### src/design/arpc_pkg.sv
// Shared types and constants for the address-resolution cache.
// Used by arpc_cell and arp_cache_lru_resolver_top; depends on nothing.
`default_nettype none

package arpc_pkg;

    // Entry index as carried between cells (enough for up to 64 entries)
    localparam int IDX_W = 6;
    localparam int IP_W  = 32;
    localparam int MAC_W = 48;
    localparam int AGE_W = 32;
    localparam int CNT_OUT_W = 4;

    localparam logic [IP_W-1:0]  IP_ALL_ONES  = 32'hFFFF_FFFF;
    localparam logic [MAC_W-1:0] MAC_ALL_ONES = 48'hFFFF_FFFF_FFFF;
    localparam logic [AGE_W-1:0] AGE_MAX      = 32'hFFFF_FFFF;

    // Request codes
    localparam logic CMD_LEARN   = 1'b0;
    localparam logic CMD_RESOLVE = 1'b1;

    // Configuration register indexes
    typedef enum logic [1:0] {
        CFG_RESOLVE_ENABLE = 2'd0,
        CFG_OWN_IPV4       = 2'd1,
        CFG_SUBNET_MASK    = 2'd2,
        CFG_GATEWAY_IPV4   = 2'd3
    } cfg_idx_t;

    // Controller states
    typedef enum logic [1:0] {
        S_IDLE,
        S_SCAN,
        S_DONE
    } state_t;

    // Search token handed from cell to cell
    typedef struct packed {
        logic             active;
        logic [IP_W-1:0]  key;
        logic             hit;
        logic [IDX_W-1:0] hit_idx;
        logic [MAC_W-1:0] hit_mac;
        logic             free_ok;
        logic [IDX_W-1:0] free_idx;
        logic [AGE_W-1:0] old_age;
        logic [IDX_W-1:0] old_idx;
    } tok_t;

    // Write-back broadcast to all cells
    typedef struct packed {
        logic             en;
        logic             full;   // write address, MAC and valid as well as age
        logic [IDX_W-1:0] idx;
        logic [IP_W-1:0]  ip;
        logic [MAC_W-1:0] mac;
        logic [AGE_W-1:0] age;
    } wr_t;

endpackage

`default_nettype wire

### src/design/arpc_cell.sv
// One cache entry plus one stage of the search chain.
// Depends on arpc_pkg (tok_t, wr_t).
`default_nettype none

module arpc_cell
(
    input  wire logic                    clk,
    input  wire logic                    rst_n,
    input  wire logic [arpc_pkg::IDX_W-1:0] cell_idx,
    input  wire arpc_pkg::tok_t          tok_in,
    input  wire arpc_pkg::wr_t           wr,
    output      arpc_pkg::tok_t          tok_out
);

    logic                       valid_reg;
    logic [arpc_pkg::IP_W-1:0]  ip_reg;
    logic [arpc_pkg::MAC_W-1:0] mac_reg;
    logic [arpc_pkg::AGE_W-1:0] age_reg;

    arpc_pkg::tok_t tok_reg;
    arpc_pkg::tok_t tok_next;
    logic           wr_sel;

    // Search step: first match, first free, strictly smallest age
    always_comb
    begin
        tok_next = tok_in;
        if (tok_in.active && !tok_in.hit)
        begin
            if (valid_reg)
            begin
                if (ip_reg == tok_in.key)
                begin
                    tok_next.hit     = 1'b1;
                    tok_next.hit_idx = cell_idx;
                    tok_next.hit_mac = mac_reg;
                end
                else if (age_reg < tok_in.old_age)
                begin
                    tok_next.old_age = age_reg;
                    tok_next.old_idx = cell_idx;
                end
            end
            else if (!tok_in.free_ok)
            begin
                tok_next.free_ok  = 1'b1;
                tok_next.free_idx = cell_idx;
            end
        end
    end

    assign wr_sel  = wr.en && (wr.idx == cell_idx);
    assign tok_out = tok_reg;

    // Token stage
    always_ff @(posedge clk or negedge rst_n)
    begin
        if (!rst_n)
        begin
            tok_reg <= '0;
        end
        else
        begin
            tok_reg <= tok_next;
        end
    end

    // Entry valid bit
    always_ff @(posedge clk or negedge rst_n)
    begin
        if (!rst_n)
        begin
            valid_reg <= 1'b0;
        end
        else if (wr_sel && wr.full)
        begin
            valid_reg <= 1'b1;
        end
    end

    // Entry payload; only read once valid
    always_ff @(posedge clk)
    begin
        if (wr_sel)
        begin
            age_reg <= wr.age;
            if (wr.full)
            begin
                ip_reg  <= wr.ip;
                mac_reg <= wr.mac;
            end
        end
    end

endmodule

`default_nettype wire

### src/design/arp_cache_lru_resolver_top.sv
// Address-resolution cache top level: config registers, controller, cell row.
// Depends on arpc_pkg and arpc_cell.
//
//  channel | direction | handshake          | payload
//  --------+-----------+--------------------+-------------------------------------
//  in      | into      | in_valid/in_stall  | cmd, ip_addr, mac_addr
//  out     | out of    | out_valid/out_stall| found, mac_out, hop_addr, valid_count
//  cfg     | into      | cfg_we             | cfg_index, cfg_data
//
// The search token walks one cell per cycle through the row of ENTRIES cells;
// at the tail come the write-back and the pending result register, then the
// output register, which loads once the output slot is free.
// Reset clears all entries, the age counter and the config registers at once.
// A new request is taken while a result still waits in the output register;
// the finished result then holds in S_DONE until the output slot frees.
`default_nettype none

module arp_cache_lru_resolver_top
#(
    parameter int ENTRIES = 8
)
(
    input  wire logic        clk,
    input  wire logic        rst_n,
    // request channel
    input  wire logic        in_valid,
    output      logic        in_stall,
    input  wire logic        cmd,
    input  wire logic [31:0] ip_addr,
    input  wire logic [47:0] mac_addr,
    // result channel
    output      logic        out_valid,
    input  wire logic        out_stall,
    output      logic        found,
    output      logic [47:0] mac_out,
    output      logic [31:0] hop_addr,
    output      logic [3:0]  valid_count,
    // configuration
    input  wire logic        cfg_we,
    input  wire logic [1:0]  cfg_index,
    input  wire logic [31:0] cfg_data
);

    localparam int CNT_W = $clog2(ENTRIES + 1);

    // config registers
    logic        enable_reg;
    logic [31:0] own_ip_reg;
    logic [31:0] mask_reg;
    logic [31:0] gw_reg;

    // controller
    arpc_pkg::state_t state_reg;
    arpc_pkg::state_t state_next;
    logic             in_take;
    logic             fire;
    logic             out_load;
    logic             out_free;

    // held request
    logic        cmd_reg;
    logic [31:0] ip_reg;
    logic [47:0] mac_reg;
    logic [31:0] hop_reg;
    logic [31:0] hop_calc;

    // shared state
    logic [31:0]      age_cnt_reg;
    logic [31:0]      age_cnt_next;
    logic [CNT_W-1:0] cnt_reg;
    logic [CNT_W-1:0] cnt_next;

    // pending result
    logic        res_found_reg;
    logic [47:0] res_mac_reg;
    logic [31:0] res_hop_reg;
    logic [3:0]  res_cnt_reg;
    logic        res_found_next;
    logic [47:0] res_mac_next;
    logic [31:0] res_hop_next;

    // output register
    logic        out_valid_reg;
    logic        found_reg;
    logic [47:0] mac_out_reg;
    logic [31:0] hop_addr_reg;
    logic [3:0]  valid_count_reg;

    arpc_pkg::tok_t tok_chain [0:ENTRIES];
    arpc_pkg::tok_t tail;
    arpc_pkg::wr_t  wr;
    logic           fill;

    // Config write port
    always_ff @(posedge clk or negedge rst_n)
    begin
        if (!rst_n)
        begin
            enable_reg <= 1'b0;
            own_ip_reg <= '0;
            mask_reg   <= '0;
            gw_reg     <= '0;
        end
        else if (cfg_we)
        begin
            unique case (arpc_pkg::cfg_idx_t'(cfg_index))
                arpc_pkg::CFG_RESOLVE_ENABLE: enable_reg <= cfg_data[0];
                arpc_pkg::CFG_OWN_IPV4:       own_ip_reg <= cfg_data;
                arpc_pkg::CFG_SUBNET_MASK:    mask_reg   <= cfg_data;
                arpc_pkg::CFG_GATEWAY_IPV4:   gw_reg     <= cfg_data;
                default:                      enable_reg <= enable_reg;
            endcase
        end
    end

    // Next state
    always_comb
    begin
        state_next = state_reg;
        unique case (state_reg)
            arpc_pkg::S_IDLE:
            begin
                if (in_valid)
                begin
                    state_next = arpc_pkg::S_SCAN;
                end
            end
            arpc_pkg::S_SCAN:
            begin
                if (tail.active)
                begin
                    state_next = arpc_pkg::S_DONE;
                end
            end
            arpc_pkg::S_DONE:
            begin
                if (out_free)
                begin
                    state_next = arpc_pkg::S_IDLE;
                end
            end
            default: state_next = arpc_pkg::S_IDLE;
        endcase
    end

    // Controller outputs
    always_comb
    begin
        in_stall = 1'b1;
        fire     = 1'b0;
        out_load = 1'b0;
        unique case (state_reg)
            arpc_pkg::S_IDLE: in_stall = 1'b0;
            arpc_pkg::S_SCAN: fire     = tail.active;
            arpc_pkg::S_DONE: out_load = out_free;
            default:          in_stall = 1'b1;
        endcase
    end

    assign in_take  = in_valid && !in_stall;
    assign out_free = !out_valid_reg || !out_stall;

    always_ff @(posedge clk or negedge rst_n)
    begin
        if (!rst_n)
        begin
            state_reg <= arpc_pkg::S_IDLE;
        end
        else
        begin
            state_reg <= state_next;
        end
    end

    // Next hop: gateway when off-subnet and a gateway is set
    always_comb
    begin
        hop_calc = ip_addr;
        if ((((ip_addr ^ own_ip_reg) & mask_reg) != 32'd0) && (gw_reg != 32'd0))
        begin
            hop_calc = gw_reg;
        end
    end

    always_ff @(posedge clk)
    begin
        if (in_take)
        begin
            cmd_reg <= cmd;
            ip_reg  <= ip_addr;
            mac_reg <= mac_addr;
            hop_reg <= hop_calc;
        end
    end

    // Token injected at the head of the row
    always_comb
    begin
        tok_chain[0]          = '0;
        tok_chain[0].active   = in_take;
        tok_chain[0].key      = (cmd == arpc_pkg::CMD_LEARN) ? ip_addr : hop_calc;
        tok_chain[0].old_age  = arpc_pkg::AGE_MAX;
    end

    // Row of cells
    for (genvar i = 0; i < ENTRIES; i++)
    begin : g_cell
        arpc_cell u_cell
        (
            .clk      (clk),
            .rst_n    (rst_n),
            .cell_idx (arpc_pkg::IDX_W'(i)),
            .tok_in   (tok_chain[i]),
            .wr       (wr),
            .tok_out  (tok_chain[i+1])
        );
    end

    assign tail = tok_chain[ENTRIES];

    // Decision at the tail of the row and write-back
    always_comb
    begin
        wr             = '0;
        wr.ip          = ip_reg;
        wr.mac         = mac_reg;
        wr.age         = age_cnt_reg + 32'd1;
        fill           = 1'b0;
        res_found_next = 1'b0;
        res_mac_next   = '0;
        res_hop_next   = '0;
        if (fire)
        begin
            if (cmd_reg == arpc_pkg::CMD_LEARN)
            begin
                if ((ip_reg != 32'd0) && (mac_reg != 48'd0))
                begin
                    res_found_next = 1'b1;
                    wr.en          = 1'b1;
                    wr.full        = 1'b1;
                    if (tail.hit)
                    begin
                        wr.idx = tail.hit_idx;
                    end
                    else if (tail.free_ok)
                    begin
                        wr.idx = tail.free_idx;
                        fill   = 1'b1;
                    end
                    else
                    begin
                        wr.idx = tail.old_idx;
                    end
                end
            end
            else if (enable_reg)
            begin
                if (ip_reg == arpc_pkg::IP_ALL_ONES)
                begin
                    res_found_next = 1'b1;
                    res_mac_next   = arpc_pkg::MAC_ALL_ONES;
                    res_hop_next   = arpc_pkg::IP_ALL_ONES;
                end
                else
                begin
                    res_hop_next = hop_reg;
                    if (tail.hit)
                    begin
                        res_found_next = 1'b1;
                        res_mac_next   = tail.hit_mac;
                        wr.en          = 1'b1;
                        wr.idx         = tail.hit_idx;
                    end
                end
            end
        end
    end

    assign age_cnt_next = wr.en ? wr.age : age_cnt_reg;
    assign cnt_next     = fill ? (cnt_reg + CNT_W'(1)) : cnt_reg;

    always_ff @(posedge clk or negedge rst_n)
    begin
        if (!rst_n)
        begin
            age_cnt_reg <= '0;
            cnt_reg     <= '0;
        end
        else
        begin
            age_cnt_reg <= age_cnt_next;
            cnt_reg     <= cnt_next;
        end
    end

    // Pending result; count saturates at 15
    always_ff @(posedge clk)
    begin
        if (fire)
        begin
            res_found_reg <= res_found_next;
            res_mac_reg   <= res_mac_next;
            res_hop_reg   <= res_hop_next;
            if (32'(cnt_next) > 32'd15)
            begin
                res_cnt_reg <= 4'd15;
            end
            else
            begin
                res_cnt_reg <= 4'(cnt_next);
            end
        end
    end

    // Output register
    always_ff @(posedge clk or negedge rst_n)
    begin
        if (!rst_n)
        begin
            out_valid_reg <= 1'b0;
        end
        else if (out_load)
        begin
            out_valid_reg <= 1'b1;
        end
        else if (!out_stall)
        begin
            out_valid_reg <= 1'b0;
        end
    end

    always_ff @(posedge clk)
    begin
        if (out_load)
        begin
            found_reg       <= res_found_reg;
            mac_out_reg     <= res_mac_reg;
            hop_addr_reg    <= res_hop_reg;
            valid_count_reg <= res_cnt_reg;
        end
    end

    assign out_valid   = out_valid_reg;
    assign found       = found_reg;
    assign mac_out     = mac_out_reg;
    assign hop_addr    = hop_addr_reg;
    assign valid_count = valid_count_reg;

`ifndef SYNTH
    // A token leaves the row only while the controller waits for it
    a_tail_in_scan: assert property (@(posedge clk) disable iff (!rst_n)
        tail.active |-> (state_reg == arpc_pkg::S_SCAN))
        else $error("search token left the row outside scan");

    // Fill count never exceeds the number of cells
    a_cnt_bound: assert property (@(posedge clk) disable iff (!rst_n)
        32'(cnt_reg) <= 32'(ENTRIES))
        else $error("valid entry count beyond cache size");

    // Age counter steps by at most one per cycle
    a_age_step: assert property (@(posedge clk) disable iff (!rst_n)
        ##1 ((age_cnt_reg == $past(age_cnt_reg))
            || (age_cnt_reg == ($past(age_cnt_reg) + 32'd1))))
        else $error("age counter jumped");

    // A loaded result is presented next cycle
    a_out_load: assert property (@(posedge clk) disable iff (!rst_n)
        out_load |=> out_valid_reg)
        else $error("result load lost");
`endif

endmodule

`default_nettype wire
### config.mk
export PLATFORM = sky130hd
export DESIGN_NAME = arp_cache_lru_resolver_top
export DESIGN_NICKNAME = d
export VERILOG_FILES = /design/src/design/arpc_pkg.sv /design/src/design/arpc_cell.sv /design/src/design/arp_cache_lru_resolver_top.sv
export SDC_FILE = /design/constraint.sdc
export NUM_CORES = 2
export LEC_CHECK = 0
export BUFFER_PORTS_ARGS = -buffer_cell sky130_fd_sc_hd__buf_4
export CORE_ASPECT_RATIO = 0.5
export CORE_MARGIN = 2
export CORE_UTILIZATION = 38
export CTS_BUF_LIST = sky130_fd_sc_hd__clkbuf_8
export DETAILED_ROUTE_END_ITERATION = 10
export SKIP_LAST_GASP = 1
export SYNTH_ARGS = -nofsm -noshare
export SYNTH_HDL_FRONTEND = slang
export SYNTH_SLANG_ARGS = --single-unit
### constraint.sdc
create_clock -name clk -period 14.5 [get_ports clk]
set_input_delay 1.45 -clock clk [delete_from_list [all_inputs] [get_ports clk]]
set_output_delay 1.45 -clock clk [all_outputs]
set_load 0.01 [all_outputs]
==> qor.csv <==
metric,value,unit
areaGrowthSynthToFinish,14.1,%
post-cts-setup-buffers,0,
synth_edf_count,1179,
ir_drop,0.0000869,V
hpwl,135,mm
powerDensity,152,nW/um2
clkSinkCount,2230,
drt_iter0_markers,3596,
yosysUniqueCellTypes,61,
async_flop_share,0.471,
crit_buf_inv,2,
fin_worst_skew,0.141,ns
wl_met3,11.1,mm
drv_slew,0,
die_h,336,um
drc_errors,0,
drive_gt1_frac,0.257,
top_layer,met4,
io_buffers,206,
leakagePower,38.9,nW
wl_per_cell,24.0,um
synth_most_common_cell,edfxtp_1,
gp_congestion,0.890,
yosys_register_bits,2230,
ctsResizeCount,0,
path_class,reg2reg,
cp_cell_sequence,"nor4_1, nand4_1, nor2_1, or3_1, nor4_2, buf_4, buf_4",
hold_buffers,0,
die_x,668,um
worst_pin_slew,1.28,ns
synth_area_leaders,"edfxtp_1, dfrtp_1, mux2_2",
yosys_warnings,0,
fin_crit_sh,0.305,
required,15.00,ns
yosys.area.top_type,edfxtp_1,
hold_ws,0.332,ns
routed_wl,211,mm
synth_seq_area_share,0.736,
wl_met1,94.1,mm
dpl_cell_area,89400,um2
cp_top_family,simple AND/OR/NAND/NOR gates,
status,finished clean,
syn_inst,5084,
fill_cells,19181,
crit_arrival,4.92,ns
post-route-util,0.438,
synthTopCellsByCount,"edfxtp_1, dfrtp_1, mux2_2",
io-pin-count,207,
via_count,44535,
cts-buffers-inserted,325,
syn_nets,5423,
cp-startpoint,ip_reg[0],
max_cap_viol_count,0,
regArea,61700,um2
core,218000,um2
ys.flop_type,edfxtp_1,
regToRegSetupSlack,10.07,ns
dr_wl_met2,102,mm
viasPerCell,5.08,
multiInputGateArea,20700,um2
ant_nets,0,
cts_buffer_depth,4,
fp.dieArea,224000,um2
final_area,95600,um2
clk_pin_slew,0.07,ns
cp_slowest_cell,buf_4,
regToRegStartpoint,ip_reg[0],
fin_setup_tns,0,ns
hold_violations,0,
grt_max_degree,174,
firstDrtPassIters,9,
path_max_fanout,53,
final.min_clock_period,4.43,ns
gr-total-overflow,0,
crit_end,g_cell[7].u_cell.mac_reg[1],
slew_headroom,0.144,
htree_levels,5,
startpoint_type,flop,
netlist_area,83800,um2
yosysTopAreaCellShare,0.423,
core.rowCount,121,
start_util,0.384,
grt_pass1_vias,47167,
finalSetupViolCount,0,
rsz0062_at_grt,false,
clock_latency,0.95,ns
total_power,14.6,mW
largest_register_ffs,907,
synth.avg_cell_area,16.5,um2
cp.depth,7,
cts_root_buf,clkbuf_8,
grt_util_all_layers,0.187,
rr_worst_depth,7,
hp-class,reg2reg,
cpPeakStageDelay,0.87,ns
grt_first_pass_wirelength,314,mm
cp-end-kind,flop,
layout.nets,5893,
cts_tree,done,
fmax,0.226,GHz
path_common_cell,buf_4,
r2r-end,g_cell[7].u_cell.mac_reg[1],
antenna_found_initial,7,
==> layer usage <==
metal,vias up,global-route usage
met4,0,0.0459
met3,295,0.0328
met2,1255,0.308
li1,19498,-
met5,-,0
met1,23487,0.259
==> per-stage QoR <==
stage / setup slack [ns] / std cells
5_1_grt: 9.82 / 8770
3_3_place_gp: 9.77 / 8179
4_1_cts: 10.03 / 8768
3_5_place_dp: 9.73 / 8179
2_1_floorplan: 3.17 / 5084
6_report: 10.07 / 8772
==> worst register-to-register path: stages (launching register included) <==
cell and delay, ns:
edfxtp_1 0.82, nor4_1 0.16, nand4_1 0.15, nor2_1 0.12, or3_1 0.56, nor4_2 0.68
buf_4 0.52, buf_4 0.89
==> cells by family (layout without fill, tap and decap cells) <==
kind of cell,after synthesis,count (layout),share of synthesized area
buffers and inverters,426,1158,0.0201
and+or+nand+nor,711,711,0.0456
AOI/OAI and AO/OA,454,454,0.0350
xor gates and xnor gates,382,382,0.0399
DFF,2230,2230,0.736
other,0,4,0
muxes,662,662,0.0902
adders and majority gates,219,219,0.0327
==> worst min path at each step <==
stage                                  start                             to  slack, ns  cells past startpoint
6_report       g_cell[2].u_cell.tok_out[114]  g_cell[3].u_cell.tok_out[114]       0.33                      0
2_1_floorplan  g_cell[0].u_cell.tok_out[132]  g_cell[1].u_cell.tok_out[132]       0.37                      0
3_3_place_gp   g_cell[4].u_cell.tok_out[126]  g_cell[5].u_cell.tok_out[126]       0.38                      0
5_1_grt        g_cell[2].u_cell.tok_out[114]  g_cell[3].u_cell.tok_out[114]       0.33                      0
4_1_cts        g_cell[2].u_cell.tok_out[114]  g_cell[3].u_cell.tok_out[114]       0.31                      0
3_5_place_dp   g_cell[2].u_cell.tok_out[132]  g_cell[3].u_cell.tok_out[132]       0.38                      0
==> report_power, final <==
group,switching [mW],leakage (nW),internal (mW)
clock network,2.38,3.68,2.45
registers,0.404,23.5,7.33
logic,1.26,11.7,0.750
total,4.05,38.9,10.5
==> placed cells by master, fill, tap and decap left out, drive strengths merged, types with 14 or more instances in the layout <==
cell type / instances
a32oi: 32
xnor2: 281
nand4b: 32
nand2: 146
nor2: 152
nand3: 31
a211oi: 62
nor2b: 28
mux2: 659
edfxtp: 1179
ha: 219
xor2: 101
nor3: 18
clkinv: 66
dfrtp: 1051
o21a: 17
and4: 14
nor4: 67
nand4: 117
o211ai: 41
buf: 296
inv: 405
a21oi: 119
or2: 52
a22oi: 16
a21o: 18
clkbuf: 383
o21ai: 110
==> layout make-up <==
class                      instances  share of cell area
sequential                      2230               0.645
multi-input combinational       2428               0.216
clock buffer                     383              0.0551
tap                             2952              0.0386
timing repair buffer             296              0.0240
inverter                         273              0.0107
clock inverter                   206              0.0102
antenna                            4            0.000105
Note: power is estimated with default switching activity, not from simulation.
